[src/hw/rtl/dsmf_pkg.sv]
// Shared constants and types for the dual sliding-window median filter.
`timescale 1ns / 1ps

package dsmf_pkg;

    // Window geometry and sample width
    localparam int WINDOW_LEN  = 21;
    localparam int SAMPLE_BITS = 10;

    // Derived sizes
    localparam int POS_BITS   = (WINDOW_LEN > 1) ? $clog2(WINDOW_LEN) : 1;
    localparam int CNT_BITS   = $clog2(WINDOW_LEN + 1);
    localparam int TARGET     = (WINDOW_LEN - 1) / 2;
    localparam int TDATA_BITS = ((2 * SAMPLE_BITS + 7) / 8) * 8;
    localparam int PAD_BITS   = TDATA_BITS - 2 * SAMPLE_BITS;

    localparam logic [POS_BITS-1:0] LAST_POS   = POS_BITS'(WINDOW_LEN - 1);
    localparam logic [CNT_BITS-1:0] TARGET_CNT = CNT_BITS'(TARGET);

    typedef logic [SAMPLE_BITS-1:0] sample_t;
    typedef logic [WINDOW_LEN-1:0][SAMPLE_BITS-1:0] window_t;

endpackage

[src/hw/rtl/dsmf_rank_lane.sv]
// One rank lane: ranks a single window entry against the whole window.
`timescale 1ns / 1ps

module dsmf_rank_lane
    import dsmf_pkg::*;
(
    input  sample_t own_value,
    input  window_t win,
    output logic    hit
);

    logic [WINDOW_LEN-1:0] above_vec;
    logic [WINDOW_LEN-1:0] atleast_vec;
    logic [CNT_BITS-1:0]   above_cnt;
    logic [CNT_BITS-1:0]   atleast_cnt;

    // Compare against every entry, independent per entry
    always_comb begin
        for (int b = 0; b < WINDOW_LEN; b++) begin
            above_vec[b]   = (win[b] >  own_value);
            atleast_vec[b] = (win[b] >= own_value);
        end
    end

    assign above_cnt   = CNT_BITS'($countones(above_vec));
    assign atleast_cnt = CNT_BITS'($countones(atleast_vec));

    // Entry sits at the middle position of the descending order
    assign hit = (above_cnt <= TARGET_CNT) && (atleast_cnt > TARGET_CNT);

endmodule

[src/hw/rtl/dsmf_channel_median.sv]
// Median of one window: a rank lane per entry and a merge of the hits.
`timescale 1ns / 1ps

module dsmf_channel_median
    import dsmf_pkg::*;
(
    input  window_t win,
    output sample_t median
);

    logic [WINDOW_LEN-1:0] hit_vec;

    // One lane per window entry
    for (genvar g = 0; g < WINDOW_LEN; g++) begin : g_lane
        dsmf_rank_lane u_lane (
            .own_value (win[g]),
            .win       (win),
            .hit       (hit_vec[g])
        );
    end

    // Merge: every hitting entry holds the same value, so OR them together
    always_comb begin
        median = '0;
        for (int a = 0; a < WINDOW_LEN; a++) begin
            if (hit_vec[a]) begin
                median = median | win[a];
            end
        end
    end

endmodule

[config.mk]
export PLATFORM = sky130hd
export DESIGN_NAME = dsmf_channel_median
export DESIGN_NICKNAME = d
export VERILOG_FILES = /design/src/hw/rtl/dsmf_pkg.sv /design/src/hw/rtl/dsmf_rank_lane.sv /design/src/hw/rtl/dsmf_channel_median.sv
export SDC_FILE = /design/constraint.sdc
export NUM_CORES = 2
export LEC_CHECK = 0
export ABC_AREA = 1
export BUFFER_PORTS_ARGS = -buffer_cell sky130_fd_sc_hd__buf_2
export CAP_MARGIN = 10
export CELL_PAD_IN_SITES_DETAIL_PLACEMENT = 2
export CELL_PAD_IN_SITES_GLOBAL_PLACEMENT = 2
export CORE_UTILIZATION = 30
export DETAILED_ROUTE_END_ITERATION = 10
export GPL_TIMING_DRIVEN = 1
export PLACE_DENSITY = 0.79
export SYNTH_ARGS = -nofsm -noshare
export SYNTH_HDL_FRONTEND = slang
export SYNTH_SLANG_ARGS = --single-unit
[constraint.sdc]
create_clock -name vclk -period 9.4
set_input_delay 1.41 -clock vclk [all_inputs]
set_output_delay 1.41 -clock vclk [all_outputs]
set_load 0.05 [all_outputs]
[Yosys cells after proc, flatten, opt, wreduce, memory -nomap -nowiden]
Index checks and enable logic that the tools add are counted.
Cells by class
  shifts and indexed selects: 0
  magnitude comparators: 924
  multiplexer cells: 21
  add/sub/neg operators: 840
  bitwise logic cells: 20
  eq/ne operators: 0
  reductions and logical operators: 21
  multiply operators: 0
  divide/modulo/power cells: 0
Operators by type and width (number)
  $ge 10x10->1: 441
  $gt 10x10->1: 441
  $add 5x5->5: 378
  $add 1x1->2: 420
  $add 5x1->5: 42
  $mux 10: 21
  $or 10x10->10: 20
  $gt 5x4->1 const B: 21
  $le 5x4->1 const B: 21
  $logic_and 1x1->1: 21
Storage, ports and cells
  bits in writable memories: 0
  memories: 0
  bits in latches: 0
  bits in read-only memories: 0
  bits in registers: 0

[Logic depth before layout (Yosys ltp)]
  word-level depth: 49
  gate-level depth with buffers: 36
  gate-level depth less buffers: 36

[Cells and area by module]
From an unflattened synthesis, not the netlist that was laid out.
Unflattened totals
  cell total of the unflattened synthesis: 19055
  area, all modules: 133443.0 um2
By module, submodules not included
  dsmf_rank_lane at g_lane[11].u_lane ...: area an instance 6266.0 um2, instances 10, cells each 885, sequential area each 0.0 um2
  dsmf_rank_lane at g_lane[18].u_lane ...: area an instance 6298.5 um2, instances 6, cells each 891, sequential area each 0.0 um2
  dsmf_rank_lane at g_lane[10].u_lane: area an instance 6287.3 um2, instances 1, cells each 889, sequential area each 0.0 um2
  dsmf_rank_lane at g_lane[0].u_lane: area an instance 6283.5 um2, instances 1, cells each 881, sequential area each 0.0 um2
  dsmf_rank_lane at g_lane[19].u_lane: area an instance 6277.3 um2, instances 1, cells each 890, sequential area each 0.0 um2
  dsmf_rank_lane at g_lane[1].u_lane: area an instance 6228.5 um2, instances 1, cells each 893, sequential area each 0.0 um2
  dsmf_rank_lane at g_lane[17].u_lane: area an instance 6180.9 um2, instances 1, cells each 885, sequential area each 0.0 um2
  dsmf_channel_median: area an instance 1734.2 um2, instances 1, cells each 421, sequential area each 0.0 um2

[Worst setup path before layout]
No wires, ideal clock.
  path type: input to output
  start: input port win[205] in the netlist's numbering
  end: output port median[0]
  required time: 7.990 ns
  setup slack: 1.221 ns
  arrival: 6.769 ns
  cell stages on the path: 31
  path through: inv_1 > ha_1 > a21oi_1 > o21ai_0 > nand2_1 > o211ai_1 > a31oi_1 > inv_1 > nand2_1 > inv_1 > ha_1 > inv_1 > fa_1 > fa_1 > fa_1 > inv_1 > fa_1 > inv_1 > fa_1 > inv_1 > nand2_1 > nand2_1 > nand3_1 > nand2_1 > inv_2 > nand3_1 > nand2_1 > clkinv_1 > nand2_1 > nor2_1 > nand2_1
On the way
  longest elaborated chain between the ends: 46
  elaborated cells between the ends (all ways): 306
Ends and longest elaborated chain
  start: declaration: line dsmf_channel_median.sv:7  | input window_t win,
  $gt 10x10->1 / $ge 10x10->1 (equally long branches): line dsmf_rank_lane.sv:20, dsmf_rank_lane.sv:21
  $add 5x1->5, on equally long branches: line dsmf_rank_lane.sv:25, dsmf_rank_lane.sv:26
  $add 5x5->5, on equally long branches: line dsmf_rank_lane.sv:25, dsmf_rank_lane.sv:26
  $le 5x4->1 / $gt 5x4->1 (equally long branches): line dsmf_rank_lane.sv:29  | assign hit = (above_cnt <= TARGET_CNT) && (atleast_cnt > TARGET_CNT);
  $logic_and 1x1->1: line dsmf_rank_lane.sv:29
  $mux 10: line dsmf_channel_median.sv:26  | if (hit_vec[a]) begin
  $or 10x10->10: line dsmf_channel_median.sv:27  | median = median | win[a];
  $mux 10: line dsmf_channel_median.sv:26
  [... 30 more ...]
  $or 10x10->10: line dsmf_channel_median.sv:27
  $mux 10: line dsmf_channel_median.sv:26
  $or 10x10->10: line dsmf_channel_median.sv:27
  $mux 10: line dsmf_channel_median.sv:26
  $or 10x10->10: line dsmf_channel_median.sv:27
  $mux 10: line dsmf_channel_median.sv:26
  $or 10x10->10: line dsmf_channel_median.sv:27
  $mux 10 *: line dsmf_channel_median.sv:26
  end: declaration: line dsmf_channel_median.sv:8  | output sample_t median
Every way passes the cells marked *; elsewhere a longest branch is shown, timed or not.

[Worst setup path in the final report]
  start: input port win[173] in the netlist's numbering
  end: output port median[3]
On the way
  longest elaborated chain between the ends: 48
  elaborated cells between the ends (all ways): 386
Ends and longest elaborated chain (line)
  $gt 10x10->1 / $ge 10x10->1 (equally long branches): dsmf_rank_lane.sv:20, dsmf_rank_lane.sv:21
  $add 1x1->2, on equally long branches: dsmf_rank_lane.sv:25, dsmf_rank_lane.sv:26
  $add 5x5->5, on equally long branches: dsmf_rank_lane.sv:25, dsmf_rank_lane.sv:26
  $add 5x1->5, on equally long branches: dsmf_rank_lane.sv:25, dsmf_rank_lane.sv:26
  $add 5x5->5, on equally long branches: dsmf_rank_lane.sv:25, dsmf_rank_lane.sv:26
  $le 5x4->1 / $gt 5x4->1 (equally long branches): dsmf_rank_lane.sv:29
  $logic_and 1x1->1: dsmf_rank_lane.sv:29
  $mux 10: dsmf_channel_median.sv:26
  [... 32 more ...]
  $or 10x10->10: dsmf_channel_median.sv:27
  $mux 10: dsmf_channel_median.sv:26
  $or 10x10->10: dsmf_channel_median.sv:27
  $mux 10: dsmf_channel_median.sv:26
  $or 10x10->10: dsmf_channel_median.sv:27
  $mux 10: dsmf_channel_median.sv:26
  $or 10x10->10: dsmf_channel_median.sv:27
  $mux 10 *: dsmf_channel_median.sv:26
Marks and branches as above.

==> metrics.csv <==
metric,value,unit
status,"finished, violations left",
failing checks,"DRC, setup timing",
Mapped Nets,13800,
"Period Utilization, post-route",102,%
first-pass GRT wire length,723,mm
FF+latch area,0,um2
number of global-route vias before repair,97700,
final hold slack,3.53,ns
Via density,6.05,
die height,506,um
worst-margin pin slew,0.720,ns
xor and xnor fraction of the mapped netlist area,0.276,%
placer congestion estimate,1.10,
met2 wire len,226,mm
Die X,506,um
Mean Syn Cell Area,7.37,um2
"Remaining Overflow, GRT",0,
DRC,30,
post-synthesis simple-gate area fraction,19.0,%
Final #Nets,15100,
number of buffers inserted by hold repair at cts,0,
largest area contributor in the netlist,ha_1,
initial antenna violation count,62,
DP Area,92400,um2
Die Area,256000,um2
mux cell area share after synthesis,0,%
drt total wl,546,mm
max incr delay on CP,0.55,ns
largest family of logic cells by synthesized area,adder cells,
HPWL Detailed,445,mm
yosys warns,0,
pin count of the biggest net entering global routing,18,
crit start category,input port,
register area share after synthesis,0,%
Met1 Routed Length,202,mm
top layer reached by signal wires,met5,
Post-Syn Instances,10300,
Max-slew headroom,52.0,%
WL met3,57.4,mm
post-route cell area,96500,um2
Final Core Density,38.4,%
"commonest non-fill, non-tap cell in the layout",ha_1,
Routed Antenna Nets,0,
Crit-path slowest cell,fa_1,
Initial Util,30.2,%
Synth Area in Compound Gates,10.9,%
P&R area growth vs syn,26.9,%
Post-Synth Adder-Cell Area,59.2,%
# IOs,220,
most frequent cells in the layout,"ha_1 (2564), inv_1 (2029), nand2_1 (1708)",
max-slew violations,0,
seq_cells,0,
fmax,0.104,GHz
Post-Place Cells,14900,
IO buf count,220,
Finish-stage setup viols,10,
Area contributors post-synth,"ha_1 (43%), fa_1 (16%), inv_1 (10%), nand2_1 (9.1%), a21oi_1 (5.4%)",
Yosys cell types,40,
core box area,252000,um2
final non-filler cell total,15100,
worst setup margin,-0.204,ns
WS Path Type,input port to output pin,
routed length per instance,36.3,um
Final min period,9.60,ns
crit end category,output pin,
CP Data Arrival Time,8.19,ns
TritonRoute pass-1 iters,8,
# rows,184,
routed via count,91100,
Mapped Area,76100,um2
clk_buf instances,0,
worst min-delay path category,input port to output pin,
"Req. time, crit path",7.99,ns
Final Hold Vio Count,0,
cell mode on critical path,inv_1,
layout cell share with drive strength beyond 1,17.0,%
gr usage total,40.2,%
maximum capacitance violations,0,
Yosys top cell area share,43.3,%
1st-iter DRT viols,8816,
"Max FO, Critical Path",6,
[per-layer routing]
layer  GRT usage (%)  up-vias
met5               0        -
met4            35.8       36
met3            8.72     2343
met2            61.0     5676
met1            47.7    45700
li1                -    37400
[Yosys cell counts (12+ instances only)]
cell	instances
nand2_2	14
clkinv_1	12
fa_1	604
inv_2	23
o21ai_0	335
inv_1	2114
a31oi_1	47
nand2_1	1845
nor2_1	535
nand4_1	213
o211ai_1	62
o21bai_1	52
a21oi_1	819
o21a_1	48
nor3_1	142
nand3_1	586
xor2_1	22
clkbuf_1	17
a211oi_1	118
ha_1	2632
[worst max-delay path, delay by kind of cell]
family / cells / cell delay, ns
adders and majority gates: 7 / 3.14
buffers and inverters: 14 / 1.67
and+or+nand+nor: 11 / 1.16
AOI/OAI and AO/OA: 4 / 0.77
[cell type report]
class                           instances  area [um2]
Timing Repair Buffer                 1385       13700
Fill cell                           29000      155000
Tap cell                             3348        4190
Multi-Input combinational cell       8150       70400
Inverter                             2149        8180
Antenna cell                           33        82.6
[worst paths after layout]
path / from / end / slack (ns) / cells after the start
worst max-delay path: win[173] / median[3] / -0.20 / 36
worst min-delay path: win[202] / median[2] / 3.53 / 8
[cell families after synthesis]
logic type | count (synthesis)
compound gates | 1494
xor+xnor | 24
fa+ha+maj | 3236
buf+inv | 2166
simple gates | 3395
[stage by stage]
step / setup WS [ns] / TNS [ns]
final: -0.204 / -1.67
after global routing: -0.259 / -1.89
after CTS: 0.000917 / 0
after detailed placement: -0.616 / -3.92
after global placement: -0.403 / -1.89
after floorplan: 1.22 / 0
[what timing repair did]
action	CTS	global route
gates resized for setup	153	622
hold endpoints to repair	0	0
setup buffers	23	97
endpoints found under the setup margin	10	10
gates cloned	0	5
pin swaps	11	167
Power is not shown: default switching activity piles up to over one toggle a cycle in this logic, so the estimate is an artifact.
